## config.mk

```make
export PLATFORM = sky130hd
export DESIGN_NAME = hsv_hsl_to_rgb_converter_core
export DESIGN_NICKNAME = d
export VERILOG_FILES = /design/src/hdl/hhc_pkg.sv /design/src/hdl/hhc_front.sv /design/src/hdl/hhc_mix.sv /design/src/hdl/hhc_ramp.sv /design/src/hdl/hsv_hsl_to_rgb_converter_core.sv
export SDC_FILE = /design/constraint.sdc
export NUM_CORES = 2
export LEC_CHECK = 0
export BUFFER_PORTS_ARGS = -buffer_cell sky130_fd_sc_hd__clkbuf_2
export CAP_MARGIN = 20
export CELL_PAD_IN_SITES_DETAIL_PLACEMENT = 0
export CELL_PAD_IN_SITES_GLOBAL_PLACEMENT = 1
export CORE_MARGIN = 2
export CORE_UTILIZATION = 57
export CTS_CLUSTER_DIAMETER = 120
export DETAILED_ROUTE_END_ITERATION = 8
export PLACE_DENSITY = 0.91
export SLEW_MARGIN = 20
export SYNTH_ARGS = -nofsm -noshare
export SYNTH_HDL_FRONTEND = slang
export SYNTH_HIERARCHICAL = 1
export SYNTH_SLANG_ARGS = --single-unit
```

## constraint.sdc

```tcl
create_clock -name clk_i -period 11.7 [get_ports clk_i]
set_clock_uncertainty 0.2 [all_clocks]
set_input_delay 2.925 -clock clk_i [delete_from_list [all_inputs] [get_ports clk_i]]
set_output_delay 2.925 -clock clk_i [all_outputs]
set_load 0.005 [all_outputs]
```

## src/hdl/hhc_pkg.sv

```systemverilog
// Shared types, constants and helper functions of the HSV/HSL to RGB converter.
`timescale 1ns / 1ps

package hhc_pkg;

  localparam int NUM_STAGES = 8;

  localparam logic [6:0]  PCT_MAX   = 7'd100;
  localparam logic [6:0]  PCT_HALF  = 7'd50;
  localparam logic [8:0]  HUE_WRAP  = 9'd360;
  localparam logic [8:0]  DEG_60    = 9'd60;
  localparam logic [8:0]  DEG_120   = 9'd120;
  localparam logic [8:0]  DEG_180   = 9'd180;
  localparam logic [8:0]  DEG_240   = 9'd240;
  localparam logic [8:0]  DEG_300   = 9'd300;
  localparam logic [7:0]  FULL_8    = 8'd255;
  localparam logic [9:0]  F_MUL     = 10'd17;
  localparam logic [24:0] PCT8_MUL  = 25'd167127;
  localparam logic [23:0] HUE8_MUL  = 24'd46427;
  localparam logic [25:0] DIV255_MUL = 26'd257;
  localparam logic [28:0] DIV43_MUL = 29'd24386;
  localparam logic [7:0]  RED_OFS   = 8'd85;
  localparam logic [7:0]  BLUE_OFS  = 8'd171;
  localparam logic [7:0]  RISE_END  = 8'd43;
  localparam logic [7:0]  HIGH_END  = 8'd128;
  localparam logic [7:0]  FALL_END  = 8'd171;

  localparam int CH_RED   = 0;
  localparam int CH_GREEN = 1;
  localparam int CH_BLUE  = 2;

  typedef enum logic [2:0] {
    SEC_RED_YEL,
    SEC_YEL_GRN,
    SEC_GRN_CYN,
    SEC_CYN_BLU,
    SEC_BLU_MAG,
    SEC_MAG_RED
  } sector_e;

  typedef enum logic [1:0] {
    SEG_RISE,
    SEG_HIGH,
    SEG_FALL,
    SEG_LOW
  } seg_e;

  typedef struct packed {
    logic        mode;
    logic        grey;
    logic        llow;
    sector_e     sector;
    logic [7:0]  f;
    logic [7:0]  h8;
    logic [7:0]  s8;
    logic [7:0]  l8;
    logic [15:0] pm;
    logic [16:0] tql;
    logic [15:0] ls;
  } front_t;

  typedef struct packed {
    logic            mode;
    logic            grey;
    logic            llow;
    sector_e         sector;
    logic [7:0]      v8;
    logic [7:0]      p_hsv;
    logic [7:0]      q_hsv;
    logic [7:0]      t_hsv;
    logic [7:0]      p_low;
    logic [7:0]      qh;
    logic [2:0][7:0] tc;
  } mix_t;

  typedef struct packed {
    logic [7:0] r;
    logic [7:0] g;
    logic [7:0] b;
  } color_t;

  // clamp to 100 percent, then scale to 0..255 by reciprocal multiply
  function automatic logic [7:0] pct_to_8(input logic [6:0] raw);
    logic [6:0]  pct;
    logic [24:0] prod;
    pct  = (raw > PCT_MAX) ? PCT_MAX : raw;
    prod = 25'(pct) * PCT8_MUL;
    return prod[23:16];
  endfunction

  // exact floor(x / 255) for any 16-bit x
  function automatic logic [8:0] div255(input logic [15:0] x);
    logic [25:0] prod;
    prod = (26'(x) + 26'd1) * DIV255_MUL;
    return prod[24:16];
  endfunction

endpackage

```

## src/hdl/hhc_front.sv

```systemverilog
// Front stages: input clamping, hue reduction, sector split and first products.
`timescale 1ns / 1ps

module hhc_front (
  input  logic           clk_i,
  input  logic           en_i,
  input  logic           command_i,
  input  logic [8:0]     hue_i,
  input  logic [6:0]     saturation_i,
  input  logic [6:0]     level_i,
  output hhc_pkg::front_t front_o
);
  import hhc_pkg::*;

  logic       mode_q;
  logic       grey_q;
  logic       llow_q;
  logic [8:0] hm_d;
  logic [8:0] hm_q;
  logic [7:0] s8_q;
  logic [7:0] l8_q;

  sector_e     sector;
  logic [8:0]  base;
  logic [5:0]  rem;
  logic [9:0]  f17;
  logic [23:0] hprod;
  front_t      front_d;
  front_t      front_q;

  assign hm_d = (hue_i >= HUE_WRAP) ? (hue_i - HUE_WRAP) : hue_i;

  always_ff @(posedge clk_i) begin
    if (en_i) begin
      mode_q <= command_i;
      grey_q <= (saturation_i == 7'd0);
      llow_q <= (level_i < PCT_HALF);
      hm_q   <= hm_d;
      s8_q   <= pct_to_8(saturation_i);
      l8_q   <= pct_to_8(level_i);
    end
  end

  always_comb begin
    if (hm_q < DEG_60) begin
      sector = SEC_RED_YEL;
      base   = 9'd0;
    end else if (hm_q < DEG_120) begin
      sector = SEC_YEL_GRN;
      base   = DEG_60;
    end else if (hm_q < DEG_180) begin
      sector = SEC_GRN_CYN;
      base   = DEG_120;
    end else if (hm_q < DEG_240) begin
      sector = SEC_CYN_BLU;
      base   = DEG_180;
    end else if (hm_q < DEG_300) begin
      sector = SEC_BLU_MAG;
      base   = DEG_240;
    end else begin
      sector = SEC_MAG_RED;
      base   = DEG_300;
    end
  end

  assign rem   = 6'(hm_q - base);
  assign f17   = 10'(rem) * F_MUL;
  assign hprod = 24'(hm_q) * HUE8_MUL;

  always_comb begin
    front_d        = '0;
    front_d.mode   = mode_q;
    front_d.grey   = grey_q;
    front_d.llow   = llow_q;
    front_d.sector = sector;
    front_d.f      = f17[9:2];
    front_d.h8     = hprod[23:16];
    front_d.s8     = s8_q;
    front_d.l8     = l8_q;
    front_d.pm     = 16'(l8_q) * 16'(FULL_8 - s8_q);
    front_d.tql    = 17'(l8_q) * (17'(s8_q) + 17'(FULL_8));
    front_d.ls     = 16'(l8_q) * 16'(s8_q);
  end

  always_ff @(posedge clk_i) begin
    if (en_i) begin
      front_q <= front_d;
    end
  end

  assign front_o = front_q;

endmodule

```

## src/hdl/hhc_mix.sv

```systemverilog
// Middle stages: HSV products, HSL q numerator and the divisions by 255.
`timescale 1ns / 1ps

module hhc_mix (
  input  logic             clk_i,
  input  logic             en_i,
  input  hhc_pkg::front_t  front_i,
  output hhc_pkg::mix_t    mix_o
);
  import hhc_pkg::*;

  typedef struct packed {
    logic            mode;
    logic            grey;
    logic            llow;
    sector_e         sector;
    logic [7:0]      v8;
    logic [7:0]      p_hsv;
    logic [7:0]      p_low;
    logic [15:0]     qm;
    logic [15:0]     tm;
    logic [15:0]     tq;
    logic [2:0][7:0] tc;
  } mid_t;

  mid_t       mid_d;
  mid_t       mid_q;
  logic [8:0] p_hsv_w;
  logic [8:0] p_low_w;
  logic [8:0] q_hsv_w;
  logic [8:0] t_hsv_w;
  logic [8:0] qh_w;
  mix_t       mix_d;
  mix_t       mix_q;

  assign p_hsv_w = div255(front_i.pm);
  assign p_low_w = div255({front_i.pm[14:0], 1'b0});

  always_comb begin
    mid_d                = '0;
    mid_d.mode           = front_i.mode;
    mid_d.grey           = front_i.grey;
    mid_d.llow           = front_i.llow;
    mid_d.sector         = front_i.sector;
    mid_d.v8             = front_i.l8;
    mid_d.p_hsv          = p_hsv_w[7:0];
    mid_d.p_low          = p_low_w[7:0];
    mid_d.qm             = 16'(front_i.l8) * 16'(FULL_8 - front_i.f);
    mid_d.tm             = 16'(front_i.l8) * 16'(front_i.f);
    mid_d.tq             = front_i.llow ? front_i.tql[15:0]
                         : 16'((16'(front_i.l8) + 16'(front_i.s8)) * 16'(FULL_8)) - front_i.ls;
    mid_d.tc[CH_RED]     = front_i.h8 + RED_OFS;
    mid_d.tc[CH_GREEN]   = front_i.h8;
    mid_d.tc[CH_BLUE]    = front_i.h8 + BLUE_OFS;
  end

  always_ff @(posedge clk_i) begin
    if (en_i) begin
      mid_q <= mid_d;
    end
  end

  assign q_hsv_w = div255(mid_q.qm);
  assign t_hsv_w = div255(mid_q.tm);
  assign qh_w    = div255(mid_q.tq);

  always_comb begin
    mix_d        = '0;
    mix_d.mode   = mid_q.mode;
    mix_d.grey   = mid_q.grey;
    mix_d.llow   = mid_q.llow;
    mix_d.sector = mid_q.sector;
    mix_d.v8     = mid_q.v8;
    mix_d.p_hsv  = mid_q.p_hsv;
    mix_d.q_hsv  = q_hsv_w[7:0];
    mix_d.t_hsv  = t_hsv_w[7:0];
    mix_d.p_low  = mid_q.p_low;
    mix_d.qh     = qh_w[7:0];
    mix_d.tc     = mid_q.tc;
  end

  always_ff @(posedge clk_i) begin
    if (en_i) begin
      mix_q <= mix_d;
    end
  end

  assign mix_o = mix_q;

endmodule

```

## src/hdl/hhc_ramp.sv

```systemverilog
// Back stages: HSV channel select, HSL hue ramp per channel and output register.
`timescale 1ns / 1ps

module hhc_ramp (
  input  logic            clk_i,
  input  logic            en_i,
  input  hhc_pkg::mix_t   mix_i,
  output hhc_pkg::color_t color_o
);
  import hhc_pkg::*;

  typedef struct packed {
    logic            mode;
    logic            grey;
    logic [7:0]      v8;
    logic [7:0]      p;
    logic [7:0]      q;
    logic            neg;
    logic [2:0][7:0] hsv;
  } ctl_t;

  ctl_t            ctl_d;
  ctl_t            ctl_e_q;
  ctl_t            ctl_f_q;
  ctl_t            ctl_g_q;
  logic [7:0]      p_hsl;
  logic [7:0]      adiff_d;
  logic [7:0]      adiff_q;
  seg_e            seg_d   [3];
  seg_e            seg_e_q [3];
  seg_e            seg_f_q [3];
  seg_e            seg_g_q [3];
  logic [5:0]      m_d     [3];
  logic [5:0]      m_q     [3];
  logic [13:0]     prod_q  [3];
  logic [7:0]      quo_d   [3];
  logic [7:0]      quo_q   [3];
  logic [28:0]     qprod   [3];
  logic [2:0][7:0] ramp_w;
  color_t          color_d;
  color_t          color_q;

  always_comb begin
    if (mix_i.llow) begin
      p_hsl = mix_i.p_low;
    end else if (mix_i.v8[7]) begin
      p_hsl = {mix_i.v8[6:0], 1'b0} - mix_i.qh;
    end else begin
      p_hsl = 8'd0;
    end
  end

  always_comb begin
    ctl_d      = '0;
    ctl_d.mode = mix_i.mode;
    ctl_d.grey = mix_i.grey;
    ctl_d.v8   = mix_i.v8;
    ctl_d.p    = p_hsl;
    ctl_d.q    = mix_i.qh;
    ctl_d.neg  = (mix_i.qh < p_hsl);
    adiff_d    = ctl_d.neg ? (p_hsl - mix_i.qh) : (mix_i.qh - p_hsl);
    case (mix_i.sector)
      SEC_RED_YEL: ctl_d.hsv = {mix_i.p_hsv, mix_i.t_hsv, mix_i.v8};
      SEC_YEL_GRN: ctl_d.hsv = {mix_i.p_hsv, mix_i.v8, mix_i.q_hsv};
      SEC_GRN_CYN: ctl_d.hsv = {mix_i.t_hsv, mix_i.v8, mix_i.p_hsv};
      SEC_CYN_BLU: ctl_d.hsv = {mix_i.v8, mix_i.q_hsv, mix_i.p_hsv};
      SEC_BLU_MAG: ctl_d.hsv = {mix_i.v8, mix_i.p_hsv, mix_i.t_hsv};
      default:     ctl_d.hsv = {mix_i.q_hsv, mix_i.p_hsv, mix_i.v8};
    endcase
  end

  always_comb begin
    for (int c = 0; c < 3; c++) begin
      if (mix_i.tc[c] < RISE_END) begin
        seg_d[c] = SEG_RISE;
        m_d[c]   = mix_i.tc[c][5:0];
      end else if (mix_i.tc[c] < HIGH_END) begin
        seg_d[c] = SEG_HIGH;
        m_d[c]   = 6'd0;
      end else if (mix_i.tc[c] < FALL_END) begin
        seg_d[c] = SEG_FALL;
        m_d[c]   = 6'(FALL_END - mix_i.tc[c]);
      end else begin
        seg_d[c] = SEG_LOW;
        m_d[c]   = 6'd0;
      end
    end
  end

  always_ff @(posedge clk_i) begin
    if (en_i) begin
      ctl_e_q <= ctl_d;
      adiff_q <= adiff_d;
      ctl_f_q <= ctl_e_q;
      ctl_g_q <= ctl_f_q;
      for (int c = 0; c < 3; c++) begin
        seg_e_q[c] <= seg_d[c];
        m_q[c]     <= m_d[c];
        seg_f_q[c] <= seg_e_q[c];
        prod_q[c]  <= 14'(adiff_q) * 14'(m_q[c]);
        seg_g_q[c] <= seg_f_q[c];
        quo_q[c]   <= quo_d[c];
      end
    end
  end

  always_comb begin
    for (int c = 0; c < 3; c++) begin
      qprod[c] = 29'(prod_q[c]) * DIV43_MUL;
      quo_d[c] = qprod[c][27:20];
    end
  end

  always_comb begin
    for (int c = 0; c < 3; c++) begin
      case (seg_g_q[c])
        SEG_RISE, SEG_FALL: ramp_w[c] = ctl_g_q.neg ? (ctl_g_q.p - quo_q[c])
                                                    : (ctl_g_q.p + quo_q[c]);
        SEG_HIGH:           ramp_w[c] = ctl_g_q.q;
        default:            ramp_w[c] = ctl_g_q.p;
      endcase
    end
    if (ctl_g_q.grey) begin
      color_d = '{r: ctl_g_q.v8, g: ctl_g_q.v8, b: ctl_g_q.v8};
    end else if (ctl_g_q.mode) begin
      color_d = '{r: ramp_w[CH_RED], g: ramp_w[CH_GREEN], b: ramp_w[CH_BLUE]};
    end else begin
      color_d = '{r: ctl_g_q.hsv[CH_RED], g: ctl_g_q.hsv[CH_GREEN],
                  b: ctl_g_q.hsv[CH_BLUE]};
    end
  end

  always_ff @(posedge clk_i) begin
    if (en_i) begin
      color_q <= color_d;
    end
  end

  assign color_o = color_q;

endmodule

```

## src/hdl/hsv_hsl_to_rgb_converter_core.sv

```systemverilog
// Top level of the HSV/HSL to RGB converter: valid pipeline and stall control.
//
//  channel | direction | handshake               | payload
//  --------+-----------+-------------------------+---------------------------------------
//  in      | input     | in_valid_i / in_stall_o | command_i hue_i saturation_i level_i
//  out     | output    | out_valid_o/out_stall_i | red_o green_o blue_o grb_word_o
//
//  One transaction per cycle in, one per cycle out while the output is not stalled;
//  each transaction passes through every register stage of the 8-stage pipeline.
//  Reset clears the stage valid bits only; payload registers are not reset.
//  A stall on a valid output freezes every stage and stalls the input in the same cycle.
//  Bubbles move through without holding any transaction back.
`timescale 1ns / 1ps

module hsv_hsl_to_rgb_converter_core (
  input  logic        clk_i,
  input  logic        rst_ni,
  input  logic        in_valid_i,
  output logic        in_stall_o,
  input  logic        command_i,
  input  logic [8:0]  hue_i,
  input  logic [6:0]  saturation_i,
  input  logic [6:0]  level_i,
  output logic        out_valid_o,
  input  logic        out_stall_i,
  output logic [7:0]  red_o,
  output logic [7:0]  green_o,
  output logic [7:0]  blue_o,
  output logic [23:0] grb_word_o
);
  import hhc_pkg::*;

  logic                  adv;
  logic [NUM_STAGES-1:0] vld_d;
  logic [NUM_STAGES-1:0] vld_q;
  front_t                front;
  mix_t                  mix;
  color_t                color;

  assign adv        = !(vld_q[NUM_STAGES-1] && out_stall_i);
  assign in_stall_o = !adv;
  assign vld_d      = {vld_q[NUM_STAGES-2:0], in_valid_i};

  always_ff @(posedge clk_i or negedge rst_ni) begin
    if (!rst_ni) begin
      vld_q <= '0;
    end else if (adv) begin
      vld_q <= vld_d;
    end
  end

  hhc_front u_front (
    .clk_i        (clk_i),
    .en_i         (adv),
    .command_i    (command_i),
    .hue_i        (hue_i),
    .saturation_i (saturation_i),
    .level_i      (level_i),
    .front_o      (front)
  );

  hhc_mix u_mix (
    .clk_i   (clk_i),
    .en_i    (adv),
    .front_i (front),
    .mix_o   (mix)
  );

  hhc_ramp u_ramp (
    .clk_i   (clk_i),
    .en_i    (adv),
    .mix_i   (mix),
    .color_o (color)
  );

  assign out_valid_o = vld_q[NUM_STAGES-1];
  assign red_o       = color.r;
  assign green_o     = color.g;
  assign blue_o      = color.b;
  assign grb_word_o  = {color.g, color.r, color.b};

  a_hold_on_stall : assert property (@(posedge clk_i) disable iff (!rst_ni)
    !adv |=> vld_q == $past(vld_q))
    else $error("pipeline valid bits moved during a stall");

  a_enter : assert property (@(posedge clk_i) disable iff (!rst_ni)
    adv |=> vld_q[0] == $past(in_valid_i))
    else $error("accepted transaction did not enter the first stage");

  a_stall_src : assert property (@(posedge clk_i) disable iff (!rst_ni)
    in_stall_o |-> out_valid_o && out_stall_i)
    else $error("input stalled without output back-pressure");

  a_shift : assert property (@(posedge clk_i) disable iff (!rst_ni)
    adv |=> vld_q[NUM_STAGES-1] == $past(vld_q[NUM_STAGES-2]))
    else $error("transaction lost or repeated at the output stage");

endmodule
```

==> results.json <==
{
  "hold_buffers": 0,
  "cp_data_arrival_time_ps": 7410,
  "cp_slowest_cell": "fa_1",
  "grt_overflow": 0,
  "final_cell_mix": "984 x inv_1, 911 x ha_1, 578 x fa_1, 578 x edfxtp_1, 299 x nand2_1",
  "tightest_slew_ps": 1090,
  "cts_root_buffer": "clkbuf_16",
  "die_area_mm2": 0.106,
  "reg2reg_depth": 21,
  "grt_pass1_vias": 38815,
  "final_hold_viol_count": 0,
  "finalCritPeriodShare_pct": 60.9,
  "critPathMaxStageDelay_ps": 520,
  "num_antenna_cells": 0,
  "postRouteAntennaNets": 0,
  "worst_path_most_repeated_cell": "fa_1",
  "final_common_cell": "inv_1",
  "io_pins": 78,
  "cts_resized": 0,
  "synth.cell_area_mm2": 0.0592,
  "netlist_instances": 5459,
  "worstSetupPathDepth": 18,
  "htreeDepth": 3,
  "cp_data_required_time_ps": 11980,
  "io_buffers": 77,
  "fin_tns_setup_ps": 0,
  "gp_congestion": 0.908,
  "relSlewSlack_pct": 27.2,
  "start_kind": "input pin",
  "run_status": "finished clean",
  "drv_cap": 0,
  "start_util_pct": 57.3,
  "path_buf_inv": 3,
  "slew_viol_final": 0,
  "grt_max_degree": 209,
  "vias": 37622,
  "ff_latch_area_mm2": 0.0176,
  "avgViaCountPerCell": 5.44,
  "finalSetupViolCount": 0,
  "max_freq_ghz": 0.140,
  "drc_errors": 0,
  "ys_warn_count": 6,
  "cp-end-kind": "register",
  "clockBufferDepth": 3,
  "grt_pass1_wl_um": 198000,
  "syn_avg_cell_area_um2": 10.8,
  "synthesis.nets": 6976,
  "cts.sinks": 586,
  "clk_pin_slew_ps": 60,
  "area_growth_pct": 6.49,
  "n_fill_cell": 8306,
  "firstDrtPassIters": 5,
  "clk-insertion-delay-late_ps": 640,
  "cts_tree": "yes",
  "holdPathStages": 0,
  "rows": 118,
  "rsz0062_at_grt": "no",
  "drtIter0Drc": 1830,
  "fin_crit_ps": 7130,
  "path_max_fanout": 9,
  "multi_input_area_mm2": 0.0373,
  "crit_family": "adder cells",
  "antenna_found_initial": 0,
  "track_usage_pct": 23.0,
  "wl_per_cell_um": 17.2,
  "cts_made_buffers": 68,
  "dpl.hpwl_um": 94500,
  "cts_setup_buffers": 0,
  "die_w_um": 326,
  "holdCritPathClass": "reg2reg",
  "fp.dieH_um": 326,
  "nets": 7005,
  "core_region_area_mm2": 0.103,
  "timing_worst_setup_path_type": "in2reg",
  "cp_cell_sequence": "clkbuf_2 > nand2_1 > nor2_1 > or2_2 > ha_1 > inv_1 > fa_1 > inv_1 > fa_1 > fa_1 > ha_1 > a21o_1 > a21oi_1 > o221ai_1 > o21ai_1 > a31oi_2 > or4_1 > nand3_1",
  "whs_ps": 209,
  "wirelength_um": 119000,
  "layout-drive-gt1-share_pct": 4.96
}
## sequential cells by signal, summed over array words and instances, names as in the netlist, 24 cells and up
name             flops
u_ramp/quo_q        24
u_ramp/color_o      24
u_ramp/ctl_f_q      51
u_front/front_o     85
u_ramp/ctl_g_q      51
u_ramp/prod_q       42
u_mix/mix_o         77
u_ramp/ctl_e_q      51
u_mix/mid_q        101
## final timing paths
kind	startpoint	endpoint	slack (ps)
max reg2reg	u_front/front_o[49]	u_mix/mid_q[37]	4800
max in group asynchronous	rst_ni	vld_q[3]	9180
min reg2reg	u_ramp/ctl_f_q[42]	u_ramp/ctl_g_q[42]	210
min	u_ramp/ctl_f_q[42]	u_ramp/ctl_g_q[42]	210
max	level_i[5]	u_front/l8_q[7]	4570
min in group asynchronous	rst_ni	vld_q[0]	1940
## routing by layer
| metal | part of all wire, % | track usage, % | vias to the layer above |
|---|---|---|---|
| li1 | - | - | 18382 |
| met1 | 45 | 30.8 | 18443 |
| met2 | 49 | 39.8 | 621 |
| met3 | 3.5 | 2.41 | 176 |
| met4 | 2.8 | 6.78 | 0 |
| met5 | 0 | 0 | - |
## metrics by stage
stage | setup slack (ps) | cell area, um^2 | std cells | util (%)
finish | 4570 | 63000 | 6920 | 61.1
global route | 4330 | 63000 | 6920 | 61.1
CTS | 4600 | 63000 | 6919 | 61.0
detailed placement | 3940 | 60800 | 6797 | 58.9
global placement | 3970 | 60800 | 6797 | 58.9
floorplan | 1460 | 59200 | 5459 | -
## area by class of cell
class	count	area share [%]
clock buffers	81	2.79
clock inverters	41	0.620
inverters	986	5.87
multi-input cells	3748	59.2
flip-flops and latches	586	27.9
well taps	1380	2.74
repair buffers	98	0.913
Power is not shown: default switching activity piles up to over one toggle a cycle in this logic, so the estimate is an artifact.
